$ cat src/design/csp_pkg.sv
// Package for color_segment_projection: widths, types and shared constants.
// No dependencies.
`timescale 1ns / 1ps
`default_nettype none
package csp_pkg;
  localparam int unsigned NumLanes  = 4;
  localparam int unsigned CompW     = 8;
  localparam int unsigned DiffW     = 9;    // signed component difference
  localparam int unsigned SqW       = 18;   // t*t per lane
  localparam int unsigned LenW      = 19;   // sum of four squares
  localparam int unsigned DotW      = 20;   // signed sum of four products
  localparam int unsigned PosW      = 17;
  localparam int unsigned DistW     = 17;
  localparam int unsigned ResW      = 26;   // signed residual u*65536 - pos*t
  localparam int unsigned RsqW      = 50;   // squared residual magnitude
  localparam int unsigned SumW      = 52;
  localparam int unsigned RadW      = 36;   // sum >> 16
  localparam int unsigned QuoW      = 16;   // quotient bits below one
  localparam int unsigned RootW     = 18;   // root of RadW bits
  localparam int unsigned Latency   = 42;   // request to result, in cycles
  localparam logic [PosW-1:0] PosOne = 17'h10000;

  localparam logic [1:0] RegLow = 2'd0;
  localparam logic [1:0] RegHigh = 2'd1;
  localparam logic [1:0] RegMinLen = 2'd2;

  typedef logic [CompW-1:0] comp_t;
  typedef logic signed [DiffW-1:0] diff_t;
endpackage
`default_nettype wire

$ cat src/design/csp_lane.sv
// One color component lane: differences, squares and dot terms.
// Depends on csp_pkg.
`timescale 1ns / 1ps
`default_nettype none
module csp_lane (
  input  wire logic                  clk,
  input  wire csp_pkg::comp_t        color,
  input  wire csp_pkg::comp_t        lo,
  input  wire csp_pkg::comp_t        hi,
  output csp_pkg::diff_t             t_r,
  output csp_pkg::diff_t             u_r,
  output logic [csp_pkg::SqW-1:0]    tt_r,
  output logic signed [csp_pkg::SqW-1:0] tu_r
);
  import csp_pkg::*;
  diff_t t_nxt, u_nxt;
  assign t_nxt = diff_t'({1'b0, hi}) - diff_t'({1'b0, lo});
  assign u_nxt = diff_t'({1'b0, color}) - diff_t'({1'b0, lo});
  always_ff @(posedge clk) begin
    t_r  <= t_nxt;
    u_r  <= u_nxt;
    // square is never negative, so the 18-bit signed product reads as unsigned
    tt_r <= SqW'(t_nxt * t_nxt);
    tu_r <= SqW'(t_nxt * u_nxt);
  end
endmodule
`default_nettype wire

$ cat config.mk
export PLATFORM = sky130hd
export DESIGN_NAME = csp_lane
export DESIGN_NICKNAME = d
export VERILOG_FILES = /design/src/design/csp_pkg.sv /design/src/design/csp_lane.sv
export SDC_FILE = /design/constraint.sdc
export NUM_CORES = 1
export LEC_CHECK = 0
export BUFFER_PORTS_ARGS = -buffer_cell sky130_fd_sc_hd__buf_2
export CORE_ASPECT_RATIO = 1.25
export CORE_MARGIN = 2
export CORE_UTILIZATION = 55
export DETAILED_ROUTE_END_ITERATION = 16
export GPL_ROUTABILITY_DRIVEN = 0
export PLACE_DENSITY = 0.76
export SLEW_MARGIN = 25
export SYNTH_ARGS = -nofsm -noshare
export SYNTH_HDL_FRONTEND = slang
export SYNTH_SLANG_ARGS = --single-unit
$ cat constraint.sdc
create_clock -name clk -period 20.7 [get_ports clk]
set_input_delay 4.14 -clock clk [delete_from_list [all_inputs] [get_ports clk]]
set_output_delay 4.14 -clock clk [all_outputs]
set_load 0.02 [all_outputs]
==> After elaboration in Yosys (flattened, before gate mapping) <==
Index checks and enable logic that the tools add are counted.
{ "word_totals": {"input_bits": 25, "register_bits": 54, "elab_cells": 8, "output_inout_bits": 54} }
{ "op_classes": {"n_addsub": 2, "mul": 2} }
{ "op_table": {"columns": ["op", "count"], "rows": [
  ["9-bit by 9-bit multiplier with 18-bit output", 2],
  ["8-bit by 8-bit subtractor with 9-bit output", 2]
]} }

==> Depth between registers and ports, before layout <==
{ "depth": {"ltp_word": 2, "ltp_mapped": 28, "ltp_nobuf": 28} }

==> Worst setup path after synthesis <==
Ideal clock, no wire load.
{ "synth_path": {"path_type": "input-to-reg", "startpoint": "input port color[0]", "endpoint": "register tu_r[16] in the netlist's numbering", "path_slack_ps": 10486, "path_stages": 25, "n_path_buf": 0, "setup_time_ps": 72, "required_time_ps": 20628, "arrival_ps": 10142, "path_cell_list": "inv_1 > ha_1 > inv_1 > fa_1 > a21o_1 > a21oi_1 > o21bai_1 > a21oi_1 > xor2_1 > inv_1 > nand2_1 > fa_1 > fa_1 > inv_1 > fa_1 > fa_1 > inv_1 > fa_1 > inv_1 > ha_1 > nor2b_1 > or4_4 > a41o_1 > o41ai_2 > xnor2_1"} }
{ "synth_via": {"elab_chain_cells": 2} }
{ "synth_rtl": {"columns": ["item", "line", "rtl"], "rows": [
  ["start: declaration", "csp_lane.sv:7", "input wire csp_pkg::comp_t color,"],
  ["8-bit by 8-bit subtractor with 9-bit output", "csp_lane.sv:18", "assign u_nxt = diff_t'({1'b0, color}) - diff_t'({1'b0, lo});"],
  ["named net u_nxt[6]", "csp_lane.sv:16", "diff_t t_nxt, u_nxt;"],
  ["9-bit by 9-bit multiplier with 18-bit output", "csp_lane.sv:24", "tu_r <= SqW'(t_nxt * u_nxt);"],
  ["end signal: assignment", "csp_lane.sv:24", null],
  ["end: declaration", "csp_lane.sv:13", "output logic signed [csp_pkg::SqW-1:0] tu_r"]
]} }
The timed path passes the listed nets, and every way through them passes these cells.

==> Final worst setup path <==
Same ends and word-level chain as after synthesis.

==> summary by stage <==
Status
The flow ran to the end, and the final reports show no timing, DRC or antenna violations.

Setup path
The largest individual stage delay along the critical path comes from the cell xor2_1. Data on the critical path arrives at its endpoint at 10.88 ns. The launching element type of the critical path is a primary input. The kind of capture point of the worst setup path is a flip-flop.

The startpoint-to-endpoint class of the critical path is primary input to flip-flop. Of all nets on the critical path, the largest fanout is 9. In this design, the largest share of critical-path delay is due to adder cells.

Together, buffers and inverters on the worst path number 7. The required time at the worst-slack endpoint is 20.93 ns. The worst stage delay on the critical path is 0.64 ns.

Synth
The simple-gate share of the synthesized area is 10.0%. Synthesis produced a netlist with a net count of 1018. Summing the areas of all fa, ha and maj instances in the mapped netlist gives 51.7% of the synthesized area. The sequential cell area fraction in the yosys report is 14.4%. The proportion of netlist area held by the largest area contributor is 35.0%. Counting flops with an async set or reset pin after synthesis yields a share of 0%. By instance count, the leading cell after synthesis is inv_1.

The area fraction in compound gates after synthesis is 6.48%. The post-synthesis register bit count is 52. The synthesized area per cell is 9.34 sq um. Counting instances in the post-synthesis netlist gives the leading cell types as inv_1 (176), fa_1 (126), ha_1 (96). Synthesis produced 771 cells. The number of synthesis warnings is 0. The commonest register cell after synthesis is dfxtp_1.

By area the synthesized netlist is led by fa_1 (35%), ha_1 (17%), dfxtp_1 (14%), inv_1 (9.2%), xnor2_1 (4.6%). The cell area that synthesis handed to floorplanning was 7200 sq um. In this run, distinct cell masters in the synthesized netlist total 47. After synthesis, the largest family of logic cells by area is adder cells.

The synthesized netlist devotes 6.55% of its cell area to XOR and XNOR gates. Measured against the total synthesized area, the mux share comes to 0.295%. The biggest area contributor in the post-synthesis netlist is fa_1.

Yosys mapped a number of flops with a built-in enable equal to 0.

Final layout
The repair_antennas step left the layout with diodes totalling 0. The final-layout fill cell count is 1091. The ratio of cells with drive above 1 in the final layout is 11.7%.

The area overhead of the layout relative to synthesis is 10.1%. Registers take 1040 sq um. The area used by multi-input combinational logic is 5420 sq um. The number of nets at the end of the flow is 1088.

Detailed routing
The residual antenna-violating net count after detailed routing is 0. The first-pass iteration count of the detailed router is 5. The remaining design rule violation count is 0. After detailed routing, the number of vias per cell comes to 5.15. The detailed router placed 5193 vias in this run. The number of design-rule violations left by the first detailed-router iteration is 227. The final routed wirelength across all metal layers is 14200 um.

The post-detailed-route wirelength per cell is 14.1 um.

Run
Across the run, the number of max-cap violations was 0.

STA
Setup repair after global routing left no endpoint under its margin. The final number of setup-violating endpoints is 0. In this run the tightest slew margin relative to its limit is 39.3%. For the final routed database, the setup TNS stands at 0 ns. Derived from the worst setup path, the maximum achievable clock frequency is 0.0939 GHz. The time the final worst path needs with I/O delays and setup is 10.65 ns. The actual slew at the worst max-slew pin is 0.904 ns.

The count of final hold-check violations is 0. The count of final max-slew check failures is 0. The final period utilization is 51.5%.

Die
In this run the vertical extent of the chip is 132 um. The core box area is 12700 sq um. The row count is 46. The die covers 14000 sq um. The die boundary width is 106 um. The initial cell density of the core is 56.6%. In this run the count of I/O pins placed on the die edge is 79.

Global routing
The wire length of the first global-routing pass is 24900 um. The number of global-route vias before repair was 5432. For this run, the total global-route usage over all layers was measured as 22.0%.

The largest net degree at the start of global routing is 19. The number of antenna violations at the first check in global routing is 0. The total congestion overflow is 0.

Placement
Detailed placement finished with a half-perimeter wire length of 11800 um. The number of port buffers is 77.

CTS
The maximum count of clock buffers along a single path is 2. After clock tree synthesis, the repair step resized 0 gates. The clock-pin slew on the worst setup and hold paths is 0.07 ns. The clock tree from TritonCTS is yes. The number of hold-repair buffers added at the cts stage is 0. In this run the number of H-tree levels came out at 2. The buffer type at the clock tree root is clkbuf_16. The number of CTS-inserted buffers is 5. For this design, the sink count on the clock tree is 52. The buffers inserted during post-CTS setup optimization is 0.

Min path
In this run the worst hold path is classified as primary input to flip-flop. The cell depth of the worst hold path is 3. The endpoint of the worst hold path is tu_r[0]$_DFF_P_.

The startpoint identified for the worst hold timing path is lo[0].
[cell type report]
| cell class | count | area share [%] |
|---|---|---|
| Tap cell | 168 | 2.65 |
| Inverter | 181 | 8.56 |
| Sequential cell | 52 | 13.1 |
| Clock buffer | 5 | 1.58 |
| Multi-Input combinational cell | 522 | 68.3 |
| Timing Repair Buffer | 79 | 5.05 |
| Clock inverter | 2 | 0.757 |
[cell families (layout without fill, tap and decap cells)]
| family | Yosys count | count (layout) |
|---|---|---|
| buffers and inverters | 197 | 267 |
| DFF | 52 | 52 |
| and+or+nand+nor | 176 | 176 |
| xor gates and xnor gates | 53 | 53 |
| other | 1 | 1 |
| muxes | 2 | 2 |
| adders and majority gates | 222 | 222 |
| AOI/OAI and AO/OA | 68 | 68 |
[routing by layer]
metal | up-vias | global-route usage, % | share of wire (%)
met1 | 2541 | 29.4 | 41
met4 | 0 | 7.46 | 2.8
met5 | - | 0 | 0
met2 | 161 | 37.4 | 50
li1 | 2464 | - | -
met3 | 27 | 2.47 | 5.8
[state kept, by name, summed over array words and instances (netlist names)]
name	cells
u_r	9
tu_r	18
t_r	8
tt_r	17
[worst max path at each step]
| stage | startpoint | end | slack (ns) | depth (start not counted) |
|---|---|---|---|---|
| after floorplan | color[0] | tu_r[16]$_DFF_P_ | 10.49 | 25 |
| after CTS | color[0] | tu_r[16]$_DFF_P_ | 10.06 | 26 |
| final | color[0] | tu_r[16]$_DFF_P_ | 10.05 | 26 |
| after detailed placement | color[0] | tu_r[16]$_DFF_P_ | 9.77 | 26 |
| after global placement | color[0] | tu_r[16]$_DFF_P_ | 9.82 | 26 |
| after global routing | color[0] | tu_r[16]$_DFF_P_ | 9.66 | 26 |
[cells in the final DEF (no fill, tap or decap), drive strengths merged, types with 7 or more instances in the layout]
master / instances
a21o: 10
a21oi: 20
buf: 79
dfxtp: 52
fa: 126
ha: 96
inv: 178
nand2: 83
nor2: 69
nor2b: 7
o21a: 7
o21ai: 13
xnor2: 39
xor2: 14
[metrics by stage]
step	hold WS, ns	setup slack [ns]	cells	util [%]	cell area [sq um]
CTS	4.22	10.06	1009	62.3	7930
finish	4.23	10.05	1009	62.4	7930
floorplan	4.33	10.49	771	-	7200
global route	4.28	9.66	1009	62.4	7930
global placement	4.53	9.82	1002	60.9	7740
detailed placement	4.53	9.77	1002	60.9	7740
Power is not shown: default switching activity piles up to over one toggle a cycle in this logic, so the estimate is an artifact.
