`src/design/csp_pkg.sv`:
```
// Package for color_segment_projection: widths, types and shared constants.
// No dependencies.
`timescale 1ns / 1ps
`default_nettype none
package csp_pkg;
  localparam int unsigned NumLanes  = 4;
  localparam int unsigned CompW     = 8;
  localparam int unsigned DiffW     = 9;    // signed component difference
  localparam int unsigned SqW       = 18;   // t*t per lane
  localparam int unsigned LenW      = 19;   // sum of four squares
  localparam int unsigned DotW      = 20;   // signed sum of four products
  localparam int unsigned PosW      = 17;
  localparam int unsigned DistW     = 17;
  localparam int unsigned ResW      = 26;   // signed residual u*65536 - pos*t
  localparam int unsigned RsqW      = 50;   // squared residual magnitude
  localparam int unsigned SumW      = 52;
  localparam int unsigned RadW      = 36;   // sum >> 16
  localparam int unsigned QuoW      = 16;   // quotient bits below one
  localparam int unsigned RootW     = 18;   // root of RadW bits
  localparam int unsigned Latency   = 42;   // request to result, in cycles
  localparam logic [PosW-1:0] PosOne = 17'h10000;

  localparam logic [1:0] RegLow = 2'd0;
  localparam logic [1:0] RegHigh = 2'd1;
  localparam logic [1:0] RegMinLen = 2'd2;

  typedef logic [CompW-1:0] comp_t;
  typedef logic signed [DiffW-1:0] diff_t;
endpackage
`default_nettype wire

```
`src/design/csp_div.sv`:
```
// Pipelined restoring divider, one quotient bit per stage, giving the
// Q0.16 fraction dot/len for 0 < dot < len. Depends on csp_pkg.
`timescale 1ns / 1ps
`default_nettype none
module csp_div #(
  parameter int unsigned SideW = 64
) (
  input  wire logic                      clk,
  input  wire logic [csp_pkg::LenW-1:0]  num,
  input  wire logic [csp_pkg::LenW-1:0]  den,
  input  wire logic [SideW-1:0]          side_in,
  output logic [csp_pkg::QuoW-1:0]       quo,
  output logic [SideW-1:0]               side_out
);
  import csp_pkg::*;
  logic [LenW:0]      rem_r  [1:QuoW];
  logic [LenW-1:0]    den_r  [1:QuoW];
  logic [QuoW-1:0]    q_r    [1:QuoW];
  logic [SideW-1:0]   side_r [1:QuoW];
  for (genvar s = 0; s < QuoW; s++) begin : g_stage
    logic [LenW:0]    rem_in;
    logic [LenW-1:0]  den_in;
    logic [QuoW-1:0]  q_in;
    logic [SideW-1:0] side_s;
    logic [LenW+1:0] sh;
    logic [LenW+1:0] df;
    if (s == 0) begin : g_first
      assign rem_in = {1'b0, num};
      assign den_in = den;
      assign q_in   = '0;
      assign side_s = side_in;
    end else begin : g_next
      assign rem_in = rem_r[s];
      assign den_in = den_r[s];
      assign q_in   = q_r[s];
      assign side_s = side_r[s];
    end
    assign sh = {rem_in, 1'b0};
    assign df = sh - {2'b0, den_in};
    always_ff @(posedge clk) begin
      if (!df[LenW+1]) begin
        rem_r[s+1] <= df[LenW:0];
        q_r[s+1]   <= {q_in[QuoW-2:0], 1'b1};
      end else begin
        rem_r[s+1] <= sh[LenW:0];
        q_r[s+1]   <= {q_in[QuoW-2:0], 1'b0};
      end
      den_r[s+1]  <= den_in;
      side_r[s+1] <= side_s;
    end
  end
  assign quo      = q_r[QuoW];
  assign side_out = side_r[QuoW];
endmodule
`default_nettype wire

```
`config.mk`:
```
export PLATFORM = sky130hd
export DESIGN_NAME = csp_div
export DESIGN_NICKNAME = d
export VERILOG_FILES = /design/src/design/csp_pkg.sv /design/src/design/csp_div.sv
export SDC_FILE = /design/constraint.sdc
export NUM_CORES = 2
export LEC_CHECK = 0
export ABC_AREA = 1
export BUFFER_PORTS_ARGS = -buffer_cell sky130_fd_sc_hd__buf_2
export CORE_ASPECT_RATIO = 0.9
export CORE_MARGIN = 2
export CORE_UTILIZATION = 35
export CTS_CLUSTER_SIZE = 10
export DETAILED_ROUTE_END_ITERATION = 10
export PLACE_DENSITY = 0.6
export SYNTH_ARGS = -nofsm -noshare
export SYNTH_HDL_FRONTEND = slang
export SYNTH_SLANG_ARGS = --single-unit
```
`constraint.sdc`:
```
create_clock -name clk -period 2.3 [get_ports clk]
set_input_delay 0.23 -clock clk [delete_from_list [all_inputs] [get_ports clk]]
set_output_delay 0.23 -clock clk [all_outputs]
set_load 0.1 [all_outputs]
```
After elaboration in Yosys (flattened, before gate mapping) --
Memory sizes are Yosys's and may differ from the RTL's. Index checks and enable logic that the tools add are counted.
Storage, ports and cells: bits in registers 0, bits in writable memories 1904, input port bits 103, word-level logic and storage cells 116, memories 4
Memories:
- side_r | words 16, width 64, rd ports 16, clocked after memory_dff 0, write ports 16, line csp_div.sv:19 | logic [SideW-1:0] side_r [1:QuoW];
- rem_r | words 16, width 20, rd ports 15, clocked after memory_dff 0, write ports 16, line csp_div.sv:16 | logic [LenW:0] rem_r [1:QuoW];
- den_r | words 16, width 19, rd ports 15, clocked after memory_dff 0, write ports 16, line csp_div.sv:17 | logic [LenW-1:0] den_r [1:QuoW];
- q_r | words 16, width 16, rd ports 16, clocked after memory_dff 0, write ports 16, line csp_div.sv:18 | logic [QuoW-1:0] q_r [1:QuoW];
Operators by class: $add $sub $neg 16, multiplexer cells 64, bitwise operators 32
Operators by type and width (count):
- $mux W20 | 16
- $sub A21 B19 Y21 | 15
- $mux W16 | 16
- $mux W1 | 32
- $or A1 B1 Y1 | 32
- $sub A20 B19 Y21 | 1

Longest topological paths before layout --
An unclocked memory read counts as a cell.
depth in word-level cells 4, depth in mapped cells 15, depth with buffers taken out 14

Worst setup path after synthesis --
Ideal clock, no wire load.
path type register to register, start register, netlist name den_r[0][114], end register, netlist name rem_r[0][144], library setup time 0.112 ns, arrival time 1.681 ns, slack 0.507 ns, cell stages (with the launch flop) 12, buffers on the path 1, period minus slack after synthesis 1.793 ns, cells stage by stage dfxtp_1 inv_1 fa_1 nand3_1 nand3_1 nand3b_1 nand3_1 nand2_1 nand2_1 buf_4 nand2_1 nand2_1

==> metrics.md <==
| Metric | Value |
|---|---|
| Seq/Total Area, Yosys | `58.3%` |
| WP buf/inv | `3` |
| Detailed Route Iter0 Violations | `2742` |
| Arrival @ worst endpoint | `2870 ps` |
| Synthesis warning total | `0` |
| Worst slack, placed | `0.292 ps` |
| H-tree depth | `4` |
| Clk_skew | `110 ps` |
| Final worst slack | `97.4 ps` |
| Share of cells above drive strength 1 | `10.7%` |
| Root Buffer | `clkbuf_16` |
| Most Crowded Layer GR | `met2` |
| Slew Viols, Final | `0` |
| Die ar. | `175000 µm²` |
| First-pass GRT wire length | `231 mm` |
| Power Density | `1480 nW/µm²` |
| Final Hold Vio Count | `0` |
| Detailed-route DRC error count | `0` |
| Clock transition at path regs | `60 ps` |
| Most frequent cells in the layout | `nand2_1 (2260), dfxtp_1 (1719), inv_1 (981)` |
| Peak VDD IR | `0.000937 V` |
| Global routing usage on met2 | `26.1%` |
| Initial Util | `35.1%` |
| GR Util met1 | `23.4%` |
| Slew HR | `62.4%` |
| Tmin final | `2200 ps` |
| Fillers | `16709` |
| Gr usage total | `16.8%` |
| Clock buffer count from CTS | `201` |
| DIE WIDTH | `440 µm` |
| Kind of critical path | `flip-flop to flip-flop` |
| Worst hold margin | `60.8 ps` |
| GRT Residual Overflow | `0` |
| FMAX | `454 MHz` |
| Clock Path Buffers | `3` |
| Nature of the critical path endpoint | `flip-flop` |
| Vias in the first global route | `43210` |
| Cell family with most CP delay | `simple AND/OR/NAND/NOR gates` |
| Wirelength per Cell | `14.7 µm` |
| Status | `finished clean` |
| CP Launch Type | `flip-flop` |
| Crit path max fanout | `10` |
| R2R Setup Slk | `100 ps` |
| Synthesized area | `59900 µm²` |
| Clk sinks | `1745` |
| Hold Crit Class | `input port to flip-flop` |
| Critical-path cell list | `inv_1, ha_1, nand2_1, inv_1, nand2_1, nor2_1, nand3b_1, nand3_2, nand2_1, buf_4, nand3_1, nand2_1` |
| Vias per cell | `4.42` |
| Port Buffers | `182` |
| Leakage | `0.0370 µW` |
| P&R area growth vs syn | `21.8%` |
| Core area | `171000 µm²` |
| Register bit count reported by yosys | `1745` |
| # IOs | `183` |
| Syn_nets | `7372` |
| Final period util | `95.8%` |
| Most common cell after layout, fill and taps aside | `nand2_1` |
| Worst path most repeated cell | `nand2_1` |
| Detail Route Antenna Nets | `0` |
| Largest net degree at the start of global routing | `22` |
| Worst-Skew Late Latency | `830 ps` |
| Cell row count | `144` |
| Netlist cell types | `31` |
| DRT Pass-1 Iters | `5` |
| Routability cong. | `0.899` |
| Syn Inst Count | `6966` |
| Final setup fails | `0` |
| Slowest CP cell | `ha_1` |
| Final net count | `8087` |
| R2r startpoint | `den_r[0][279]` |
| Max Cap Viol | `0` |
| Worst slew pin tran | `568 ps` |
| HPWL after DPL | `114 mm` |
| Initial antenna violation count | `1` |
| Grt met3 use | `3.25%` |
| Via count | `44180` |
| CP Data Required Time | `2970 ps` |
| Post-Route WL | `147 mm` |
| CP Launch Point | `den_r[0][279]` |
| Syn avg cell area | `8.60 µm²` |
| CTS tree | `done` |
| Die Y | `396 µm` |
| Hold path startpoint | `side_in[16]` |
| CP peak stage delay | `390 ps` |
cell type report:
cell class              count  area (µm²)  share of cell area (%)
repair buffers            556        4140                    5.67
multi-input cells        4187       21400                    29.3
clock inverters            31         676                   0.926
flip-flops and latches   1745       35000                    47.9
inverters                 990        3720                    5.09
diodes                      1        2.50                 0.00343
clock buffers             228        5230                    7.17
well taps                2263        2830                    3.88
power breakdown:
part / internal, µW / switching [µW] / total [µW]
Clock: 16700 / 11800 / 28500
Combinational: 14600 / 26100 / 40800
Sequential: 35600 / 3470 / 39000
Total: 66900 / 41400 / 108000
state kept, by name, summed over array words and instances, names as in the netlist:
register,flops
den_r,285
rem_r,300
side_r,1024
q_r,136
per-layer routing:
layer / up-vias / wire length [µm]
li1: 22901 / -
met1: 19999 / 71700
met2: 1037 / 63300
met3: 243 / 7980
met4: 0 / 3800
met5: - / 0
timing repair:
| item | CTS | global route |
|---|---|---|
| gates resized for setup | 2 | 116 |
| pin swaps | 0 | 15 |
| setup buffers | 0 | 12 |
| setup endpoints to repair | 8 | 265 |
| gates cloned | 0 | 1 |
| hold buffers | 152 | 0 |
| hold endpoints to repair | 103 | 0 |
cell families after synthesis:
logic type,count (synthesis),share of synthesized area (%)
XOR/XNOR,106,1.55
AO/OA/AOI/OAI,282,2.65
flip-flops,1745,58.3
buffers and inverters,1035,6.64
AND/OR/NAND/NOR,3495,24.3
adder cells (fa/ha/maj),303,6.52
path summary, 6_finish.rpt:
kind,end,cells past startpoint
worst max-delay path,rem_r[0][312],12
worst min register to register,side_r[1][149],0
worst min-delay path,side_r[0][80],2
worst max register to register,rem_r[0][312],12
synthesized netlist by cell type, drive strengths merged:
| cell | n | area (µm²) |
|---|---|---|
| o31ai | 1 | 7.51 |
| nand3 | 548 | 2780 |
| or2 | 2 | 12.5 |
| fa | 15 | 300 |
| nor3 | 42 | 210 |
| o21bai | 45 | 338 |
| xor2 | 90 | 788 |
| nand3b | 46 | 345 |
| dfxtp | 1745 | 34900 |
| xnor2 | 16 | 140 |
| and2 | 14 | 87.6 |
| inv | 990 | 3720 |
| ha | 288 | 3600 |
| nand2 | 2306 | 8800 |
| nor2 | 460 | 1770 |
| o21a | 1 | 7.51 |
| a21oi | 211 | 1110 |
| buf | 45 | 264 |
| a21o | 2 | 15.0 |
| nor4 | 2 | 12.5 |
| o21ai | 22 | 110 |
| nand4 | 75 | 557 |
through the flow:
step	util (%)	std cells	setup TNS [ps]	total power, µW	instance area (µm²)
6_report	42.8	10001	0	108000	73000
5_1_grt	42.8	10001	-33.8	117000	73000
4_1_cts	42.5	9987	0	108000	72400
3_5_place_dp	38.1	9576	0	79000	65000
3_3_place_gp	38.1	9576	-127	78800	65000
2_1_floorplan	-	6966	0	66000	59900
Note: power is estimated with default switching activity, not from simulation.
