**src/design/csp_pkg.sv**
```systemverilog
// Package for color_segment_projection: widths, types and shared constants.
// No dependencies.
`timescale 1ns / 1ps
`default_nettype none
package csp_pkg;
  localparam int unsigned NumLanes  = 4;
  localparam int unsigned CompW     = 8;
  localparam int unsigned DiffW     = 9;    // signed component difference
  localparam int unsigned SqW       = 18;   // t*t per lane
  localparam int unsigned LenW      = 19;   // sum of four squares
  localparam int unsigned DotW      = 20;   // signed sum of four products
  localparam int unsigned PosW      = 17;
  localparam int unsigned DistW     = 17;
  localparam int unsigned ResW      = 26;   // signed residual u*65536 - pos*t
  localparam int unsigned RsqW      = 50;   // squared residual magnitude
  localparam int unsigned SumW      = 52;
  localparam int unsigned RadW      = 36;   // sum >> 16
  localparam int unsigned QuoW      = 16;   // quotient bits below one
  localparam int unsigned RootW     = 18;   // root of RadW bits
  localparam int unsigned Latency   = 42;   // request to result, in cycles
  localparam logic [PosW-1:0] PosOne = 17'h10000;

  localparam logic [1:0] RegLow = 2'd0;
  localparam logic [1:0] RegHigh = 2'd1;
  localparam logic [1:0] RegMinLen = 2'd2;

  typedef logic [CompW-1:0] comp_t;
  typedef logic signed [DiffW-1:0] diff_t;
endpackage
`default_nettype wire

```
**src/design/csp_sqrt.sv**
```systemverilog
// Pipelined integer square root, one result bit per stage.
// Depends on csp_pkg.
`timescale 1ns / 1ps
`default_nettype none
module csp_sqrt #(
  parameter int unsigned SideW = 17
) (
  input  wire logic                      clk,
  input  wire logic [csp_pkg::RadW-1:0]  rad,
  input  wire logic [SideW-1:0]          side_in,
  output logic [csp_pkg::RootW-1:0]      root,
  output logic [SideW-1:0]               side_out
);
  import csp_pkg::*;
  logic [RadW-1:0]  v_r    [1:RootW];
  logic [RootW-1:0] q_r    [1:RootW];
  logic [SideW-1:0] side_r [1:RootW];
  for (genvar s = 0; s < RootW; s++) begin : g_stage
    localparam int unsigned B = RootW - 1 - s;
    logic [RadW-1:0]  v_in;
    logic [RootW-1:0] q_in;
    logic [SideW-1:0] side_s;
    logic [RootW-1:0] trial;
    logic [RadW-1:0]  sq;
    if (s == 0) begin : g_first
      assign v_in   = rad;
      assign q_in   = '0;
      assign side_s = side_in;
    end else begin : g_next
      assign v_in   = v_r[s];
      assign q_in   = q_r[s];
      assign side_s = side_r[s];
    end
    // (q + 2^B)^2 - q^2 = 2^(B+1)q + 4^B
    assign trial = q_in | (RootW'(1) << B);
    assign sq = (RadW'(q_in) << (B + 1)) + (RadW'(1) << (2 * B));
    always_ff @(posedge clk) begin
      if (v_in >= sq) begin
        v_r[s+1] <= v_in - sq;
        q_r[s+1] <= trial;
      end else begin
        v_r[s+1] <= v_in;
        q_r[s+1] <= q_in;
      end
      side_r[s+1] <= side_s;
    end
  end
  assign root     = q_r[RootW];
  assign side_out = side_r[RootW];
endmodule
`default_nettype wire

```
**config.mk**
```make
export PLATFORM = sky130hd
export DESIGN_NAME = csp_sqrt
export DESIGN_NICKNAME = d
export VERILOG_FILES = /design/src/design/csp_pkg.sv /design/src/design/csp_sqrt.sv
export SDC_FILE = /design/constraint.sdc
export NUM_CORES = 1
export LEC_CHECK = 0
export BUFFER_PORTS_ARGS = -buffer_cell sky130_fd_sc_hd__buf_2
export CORE_UTILIZATION = 55
export CTS_CLUSTER_DIAMETER = 50
export DETAILED_ROUTE_END_ITERATION = 6
export PLACE_DENSITY = 0.78
export SYNTH_ARGS = -nofsm -noshare
export SYNTH_HDL_FRONTEND = slang
export SYNTH_SLANG_ARGS = --single-unit
```
**constraint.sdc**
```tcl
create_clock -name clk -period 4.31 [get_ports clk]
set_clock_uncertainty 0.05 [all_clocks]
set_input_delay 0.431 -clock clk [delete_from_list [all_inputs] [get_ports clk]]
set_output_delay 0.431 -clock clk [all_outputs]
set_load 0.01 [all_outputs]
```
# ---- Word-level counts from Yosys, hierarchy flattened
# Memory sizes are Yosys's and may differ from the RTL's.
# Cells that the tools add are included.
dict set report totals {
  out_inout_bits 35
  ram_bits 1278
  memories 3
  register_bits 0
  word_cells 182
  inputBits 54
}
# name depth width rd rd_clocked_by_memory_dff write_ports line
set mem_list {}
lappend mem_list {v_r 18 36 17 0 18 csp_sqrt.sv:15} ;# logic [RadW-1:0] v_r [1:RootW];
lappend mem_list {q_r 18 18 18 0 18 csp_sqrt.sv:16} ;# logic [RootW-1:0] q_r [1:RootW];
lappend mem_list {side_r 18 17 18 0 18 csp_sqrt.sv:17} ;# logic [SideW-1:0] side_r [1:RootW];
dict set report classes {
  muxes 90
  n_bitwise 36
  addsub 35
  n_lt_le_gt_ge 18
}
# operator n
set ops {}
lappend ops {{$mux W36} 18}
lappend ops {{$mux W18} 18}
lappend ops {{$mux W1} 54}
lappend ops {{$add A35 B33 Y36 const B} 1}
lappend ops {{$ge A36 B20 Y1} 1}
lappend ops {{$ge A36 B21 Y1} 1}
lappend ops {{$ge A36 B22 Y1} 1}
lappend ops {{$ge A36 B23 Y1} 1}
lappend ops {{$ge A36 B24 Y1} 1}
lappend ops {{$ge A36 B25 Y1} 1}
lappend ops {{$ge A36 B26 Y1} 1}
lappend ops {{$ge A36 B27 Y1} 1}
lappend ops {{$ge A36 B28 Y1} 1}
lappend ops {{$ge A36 B29 Y1} 1}
lappend ops {{$ge A36 B30 Y1} 1}
lappend ops {{$ge A36 B31 Y1} 1}
lappend ops {{$ge A36 B32 Y1} 1}
lappend ops {{$ge A36 B33 Y1} 1}
lappend ops {{$ge A36 B34 Y1} 1}
lappend ops {{$ge A36 B35 Y1} 1}
lappend ops {{$ge A36 B35 Y1 const B} 1}
lappend ops {{$ge A36 B36 Y1} 1}
lappend ops {{$or A1 B1 Y1} 36}
lappend ops {{$sub A36 B20 Y36} 1}
lappend ops {{33 further kinds} 33}

# ---- Longest topological paths before layout
# Gate-level depths: netlist (run 1).
# An unclocked memory read counts as a cell.
dict set report depth {
  ltp_word 6
  depth_mapped 12
  depth_no_buf 10
}

# ---- Worst setup path before layout (run 1)
# OpenSTA, ideal clock, no wires.
dict set report synth_timing {
  path_kind {reg-to-reg}
  from {register, netlist name q_r[0][242]}
  to {register, netlist name v_r[0][521]}
  setup_ns 0.121
  t_arrival_ns 2.873
  setup_slack_ns 1.266
  required_time_ns 4.139
  path_stages_with_launch 12
  n_path_buf 2
  synth_period_minus_slack_ns 3.044
  path_cell_list {dfxtp_1 inv_1 ha_1 a211oi_1 o21bai_1 o211ai_1 a31oi_1 or2_2 clkbuf_1 nor2_1 buf_2 mux2_2}
}

==> impl_metrics.json, run 1 <==
{
  "status": "completed",
  "worstHoldPathType": "flip-flop to flip-flop",
  "relSlewSlack_pct": 36.55,
  "nets": 3607,
  "hold_viol": 0,
  "crit_path_max_incr_delay_ps": 540,
  "tns_ps": 0,
  "grt_max_degree": 31,
  "worst_path_dominant_cell_family": "compound AO/OA/AOI/OAI gates",
  "vias": 22530,
  "h-tree-depth": 3,
  "worst-setup-path-type": "flip-flop to flip-flop",
  "overflow": 0,
  "die_x_microns": 255.5,
  "pin_count": 89,
  "clkTransAtPathRegs_ps": 60,
  "critPathMaxFanout": 8,
  "cts_tree": "built",
  "cts.sinks": 1089,
  "grt_pass1_vias": 23300,
  "timing.final.crit_share_pct": 76.99,
  "drt_iter0_markers": 976,
  "synth_area_leaders": "dfxtp_1, ha_1, xor2_1, xnor2_1, inv_1",
  "synth_most_common_cell": "dfxtp_1",
  "syn2layout_area_growth_pct": 16.69,
  "yosys-top-cells-count": "dfxtp_1, inv_1, ha_1, nand2_1, o21ai_0",
  "clock_latency_ps": 690,
  "maxSlewViolCount": 0,
  "syn_nets": 3387,
  "critPathCaptureType": "flip-flop",
  "die_h_microns": 255.5,
  "r2r-start": "q_r[0][242]$_DFF_P_",
  "p_leak_nw": 18.45,
  "cp.required_ps": 4790,
  "place_congestion": 0.9063,
  "grt_use_total_pct": 20.63,
  "ant_nets": 0,
  "crit_slowest_cell": "o41ai_1",
  "yosys_register_bits": 1089,
  "cts_root_buf": "clkbuf_16",
  "coreArea_sq_mm": 0.06331,
  "yosys.area.top_type": "dfxtp_1",
  "p_total_mw": 29.67,
  "ys_types": 83,
  "yosysSeqAreaShare_pct": 61.66,
  "synth_edf_count": 0,
  "syn_avg_cell_area_sq_um": 11.23,
  "cp-startpoint": "q_r[0][242]$_DFF_P_",
  "yosys_warnings": 0,
  "viasPerCell": 5.230,
  "setup-violations-final": 0,
  "start_util_pct": 55.84,
  "port_buffers": 88,
  "cp_cell_sequence": "inv_1, ha_1, a211oi_1, o21bai_1, o31a_1, o41ai_1, o21ai_1, nor4_1, xor2_1",
  "drc": 0,
  "avgRoutedWirePerCell_microns": 15.72,
  "antenna_found_initial": 2,
  "hpwl_microns": 46250,
  "rows": 92,
  "crit_buf_inv": 1,
  "cts_made_buffers": 107,
  "first_pass_iters": 5,
  "syn_area_sq_mm": 0.03535,
  "powerDensity_mw_per_mm2": 719.1,
  "die-area_sq_mm": 0.06530,
  "drive_gt1_share_pct": 10.64,
  "fin_crit_ps": 3318,
  "rsz0062_at_grt": "no",
  "yosysTopAreaCellShare_pct": 61.66,
  "cap_violations": 0,
  "vdd_drop_max_mv": 0.5044,
  "wl_microns": 67730,
  "clock_path_buffers": 3,
  "max_freq_mhz": 301.4,
  "synthCells": 3148,
  "postSynth.asyncResetShare_pct": 0,
  "start_kind": "flip-flop",
  "hold_start": "side_r[0][193]$_DFF_P_",
  "worst_slew_pin_slew_ps": 946.1,
  "synthFlopType": "dfxtp_1",
  "arrival_ps": 3800,
  "grt_pass1_wl_microns": 110200
}
[worst paths after layout]
kind	to	slack (ps)	depth (start not counted)
worst max-delay path	v_r[0][535]$_DFF_P_	990	9
worst min-delay path	side_r[0][210]$_DFF_P_	230	0
worst max register to register	v_r[0][535]$_DFF_P_	990	9
worst min register to register	side_r[0][210]$_DFF_P_	230	0
[worst register-to-register path, cell delays in order, from the launching register on]
cell and delay, ps:
dfxtp_1 340, inv_1 50, ha_1 350, a211oi_1 340, o21bai_1 190, o31a_1 350
o41ai_1 540, o21ai_1 340, nor4_1 440, xor2_1 200
[metal layers]
metal / part of all wire [%] / GRT usage (%) / wire (microns) / vias to the layer above
met1: 36 / 19.29 / 24650 / 10440
met5: 0.019 / 0 / 13 / -
met3: 3.5 / 3.209 / 2396 / 208
li1: - / - / - / 11390
met4: 5.2 / 12.33 / 3513 / 2
met2: 55 / 41.36 / 37160 / 488
[stage by stage]
step / util (%) / setup WS, ps / cell area, sq um / hold WS [ps] / instances
2_1_floorplan: - / 1266 / 35350 / 259.6 / 3148
3_3_place_gp: 58.08 / 1129 / 36770 / 259.5 / 4051
3_5_place_dp: 58.08 / 1054 / 36770 / 262.1 / 4051
4_1_cts: 65.16 / 1024 / 41250 / 222.9 / 4306
5_1_grt: 65.16 / 779.6 / 41250 / 221.3 / 4307
6_report: 65.16 / 991.9 / 41250 / 228.2 / 4307
[flip-flops by register name, indices dropped and copies added, names as in the netlist]
| register | count |
|---|---|
| side_r | 306 |
| q_r | 171 |
| v_r | 612 |
[placed cells by master (no fill, tap or decap), types with 16 or more instances in the layout]
cell              n
dlygate4sd3_1    54
o31ai_1          21
clkbuf_16       107
a21oi_1         107
nand3_1          36
ha_1            185
nand2b_1         35
nand4_1          29
nand2_1         180
nor3_1           81
or2_2            21
dfxtp_1        1089
o211ai_1         19
or3_1            38
o21a_1           41
nor2_1          120
xnor2_1         102
nor4_1          116
clkinv_2         19
or4_1            24
mux2_2           38
xor2_1          138
clkbuf_8         16
o21ai_0         169
a211oi_1         22
inv_1           228
a21o_1           39
bufinv_16        16
buf_2            88
nor2b_1          27
[cell type report]
class | instances | area [sq um]
fill | 4732 | 22060
sequential | 1089 | 21800
multi-input combinational | 1784 | 12510
clock buffer | 134 | 2939
timing repair buffer | 155 | 1079
tap | 846 | 1059
clock inverter | 67 | 998.5
inverter | 231 | 867.1
antenna | 1 | 2.502
[power by group]
part / switching [mW] / internal, mW
logic: 3.47 / 2.95
registers: 1.33 / 12.0
clock network: 4.01 / 5.91
total: 8.82 / 20.9
[cells by family after synthesis]
group                      count (synthesis)  share of synthesized area (%)
adders and majority gates                185                          6.547
muxes                                     50                          1.550
buffers and inverters                    275                          3.012
xor gates and xnor gates                 240                          5.946
and+or+nand+nor                          792                          12.00
AOI/OAI and AO/OA                        517                          9.280
DFF                                     1089                          61.66
[repair_timing]
| item | in CTS | in global routing |
|---|---|---|
| endpoints found under the hold margin | 54 | 0 |
| buffers inserted | 0 | 0 |
| hold buffers | 54 | 0 |
| gates resized for setup | 0 | 0 |
(Power assumes the default switching activity.)
==> run 2: changes to the inputs <==
--- a/config.mk
+++ b/config.mk
@@ -5,11 +5,12 @@
 export SDC_FILE = /design/constraint.sdc
 export NUM_CORES = 1
 export LEC_CHECK = 0
+export ABC_AREA = 1
 export BUFFER_PORTS_ARGS = -buffer_cell sky130_fd_sc_hd__buf_2
 export CORE_UTILIZATION = 55
 export CTS_CLUSTER_DIAMETER = 50
 export DETAILED_ROUTE_END_ITERATION = 6
-export PLACE_DENSITY = 0.78
+export PLACE_DENSITY = 0.8
 export SYNTH_ARGS = -nofsm -noshare
 export SYNTH_HDL_FRONTEND = slang
 export SYNTH_SLANG_ARGS = --single-unit
==> constraint.sdc (replaced) <==
create_clock -name clk -period 3 [get_ports clk]
set_clock_uncertainty 0.05 [all_clocks]
set_input_delay 0.3 -clock clk [delete_from_list [all_inputs] [get_ports clk]]
set_output_delay 0.3 -clock clk [all_outputs]
set_load 0.01 [all_outputs]
==> impl_metrics.json, run 2 <==
{
  "finalInstanceArea_sq_mm": 0.04697,
  "drt_iter0_markers": 2664,
  "timing.final.crit_share_pct": 84.50,
  "crit_path_frequent_cell": "nand2_1",
  "clock_latency_ps": 680,
  "grt_use_total_pct": 28.01,
  "max_freq_mhz": 394.5,
  "maxSlewViolCount": 0,
  "cp_cell_sequence": "inv_1, ha_1, nand2_1, nand2_1, nand2_1, nand2_1, nand2_1, nand3_1, nand2_1, nand3_2, inv_2, buf_12, nand2_1, o21ai_1",
  "yosys_register_bits": 1089,
  "place_area_sq_mm": 0.04239,
  "crit_buf_inv": 3,
  "powerDensity_mw_per_mm2": 1052,
  "synthFlopType": "dfxtp_1",
  "syn_nets": 5213,
  "syn2layout_area_growth_pct": 14.55,
  "postSynth.asyncResetShare_pct": 0,
  "tns_ps": 0,
  "yosysSeqAreaShare_pct": 53.17,
  "top_layer": "met4",
  "syn_avg_cell_area_sq_um": 8.243,
  "grt_pass1_vias": 32080,
  "start_kind": "flip-flop",
  "cts_root_buf": "clkbuf_16",
  "cts_tree": "built",
  "die_x_microns": 275.0,
  "ant_nets": 0,
  "wl_microns": 106500,
  "critPathCaptureType": "flip-flop",
  "coreArea_sq_mm": 0.07333,
  "yosysTopAreaCellShare_pct": 53.17,
  "start_util_pct": 55.91,
  "die_h_microns": 275.0,
  "drt-met1-wl_microns": 43570,
  "viasPerCell": 5.185,
  "overflow": 0,
  "grt_pass1_wl_microns": 167100,
  "crit_path_max_incr_delay_ps": 370,
  "worst-setup-path-type": "flip-flop to flip-flop",
  "syn_area_sq_mm": 0.04100,
  "cp.required_ps": 3550,
  "hold_viol": 0,
  "setup-violations-final": 0,
  "ys_types": 54,
  "h-tree-depth": 3,
  "grt_max_degree": 33,
  "final_cell_mix": "nand2_1, dfxtp_1, inv_1",
  "yosys_warnings": 0,
  "place_congestion": 0.9764,
  "clkTransAtPathRegs_ps": 70,
  "yosys.area.top_type": "dfxtp_1",
  "nets": 5440,
  "dp.cells": 5993,
  "avgRoutedWirePerCell_microns": 17.02,
  "critPathMaxFanout": 32,
  "cts_made_buffers": 111,
  "pin_count": 89,
  "vias": 32440,
  "regToRegSetupSlack_ps": 460,
  "violations": "design-rule violations",
  "hpwl_microns": 75460,
  "vdd_drop_max_mv": 0.6869,
  "dr_wl_met3_microns": 5751,
  "cts-resized-gates": 0,
  "status": "finished, violations left",
  "drc": 4,
  "drive_gt1_share_pct": 8.234,
  "clock_path_buffers": 3,
  "holdBufCountCts": 54,
  "relSlewSlack_pct": 46.78,
  "synth_most_common_cell": "nand2_1",
  "utilization_pct": 64.05,
  "cap_violations": 0,
  "fill_cells": 5853,
  "die-area_sq_mm": 0.07564,
  "p_total_mw": 49.39,
  "worstHoldPathType": "input port to flip-flop",
  "synth_area_leaders": "dfxtp_1, nand2_1, inv_1, ha_1, nor2_1",
  "antenna_found_initial": 2,
  "first_pass_iters": 7,
  "p_leak_nw": 23.40,
  "port_buffers": 88,
  "rsz0062_at_grt": "no",
  "yosys-top-cells-count": "nand2_1, dfxtp_1, inv_1, nor2_1, nand3_1",
  "met2_length_microns": 52590,
  "crit_slowest_cell": "dfxtp_1",
  "largest_reg_flops": 612,
  "worst_path_dominant_cell_family": "simple AND/OR/NAND/NOR gates",
  "final_cells": 6256,
  "synth_edf_count": 0,
  "worst_slew_pin_slew_ps": 790.0,
  "top_regs": "v_r (612), side_r (306), q_r (171)",
  "post_cts_buffers": 0,
  "layout_commonest_cell": "nand2_1",
  "rows": 99,
  "cts.sinks": 1089,
  "synthCells": 4974,
  "arrival_ps": 3090,
  "largest_register": "v_r",
  "fin_crit_ps": 2535
}
[run 2: area by class of cell]
class / count / area (sq um) / share of cell area, %
antenna: 2 / 5.005 / 0.01066
inverter: 701 / 2639 / 5.618
multi-input combinational: 3149 / 16230 / 34.55
timing repair buffer: 149 / 1059 / 2.254
clock buffer: 134 / 3037 / 6.466
sequential: 1089 / 21800 / 46.42
clock inverter: 73 / 998.5 / 2.126
tap: 959 / 1200 / 2.555
[run 2: kinds of logic after synthesis]
group                      after synthesis  synth area share, %
buffers and inverters                  736                7.251
DFF                                   1089                53.17
xor gates and xnor gates               149                3.183
adders and majority gates              185                5.646
and+or+nand+nor                       2405                25.01
AOI/OAI and AO/OA                      410                5.740
[run 2: metrics by stage]
stage / hold WS (ps) / setup slack, ps
CTS: 178.4 / 442.0
finish: 208.5 / 465.0
global route: 196.7 / 307.3
global placement: 259.6 / 512.8
detailed placement: 262.1 / 497.3
floorplan: 259.6 / 1150
[run 2: path summary, 6_finish.rpt]
path | endpoint | cells after the start | start
min reg2reg | side_r[0][296]$_DFF_P_ | 0 | side_r[0][279]$_DFF_P_
max | v_r[0][616]$_DFF_P_ | 14 | q_r[0][291]$_DFF_P_
min | v_r[0][66]$_DFF_P_ | 2 | rad[30]
max reg2reg | v_r[0][616]$_DFF_P_ | 14 | q_r[0][291]$_DFF_P_
[run 2: power breakdown]
group | leakage [nW] | switching (mW) | internal, mW
logic | 12.3 | 9.55 | 5.23
clock network | 1.98 | 6.21 | 8.75
registers | 9.15 | 2.31 | 17.3
[run 2: per-layer routing]
metal	GRT usage, %	up-vias
li1	-	16110
met1	33.13	14960
met2	49.90	1072
met3	4.277	292
met4	12.50	0
met5	0	-
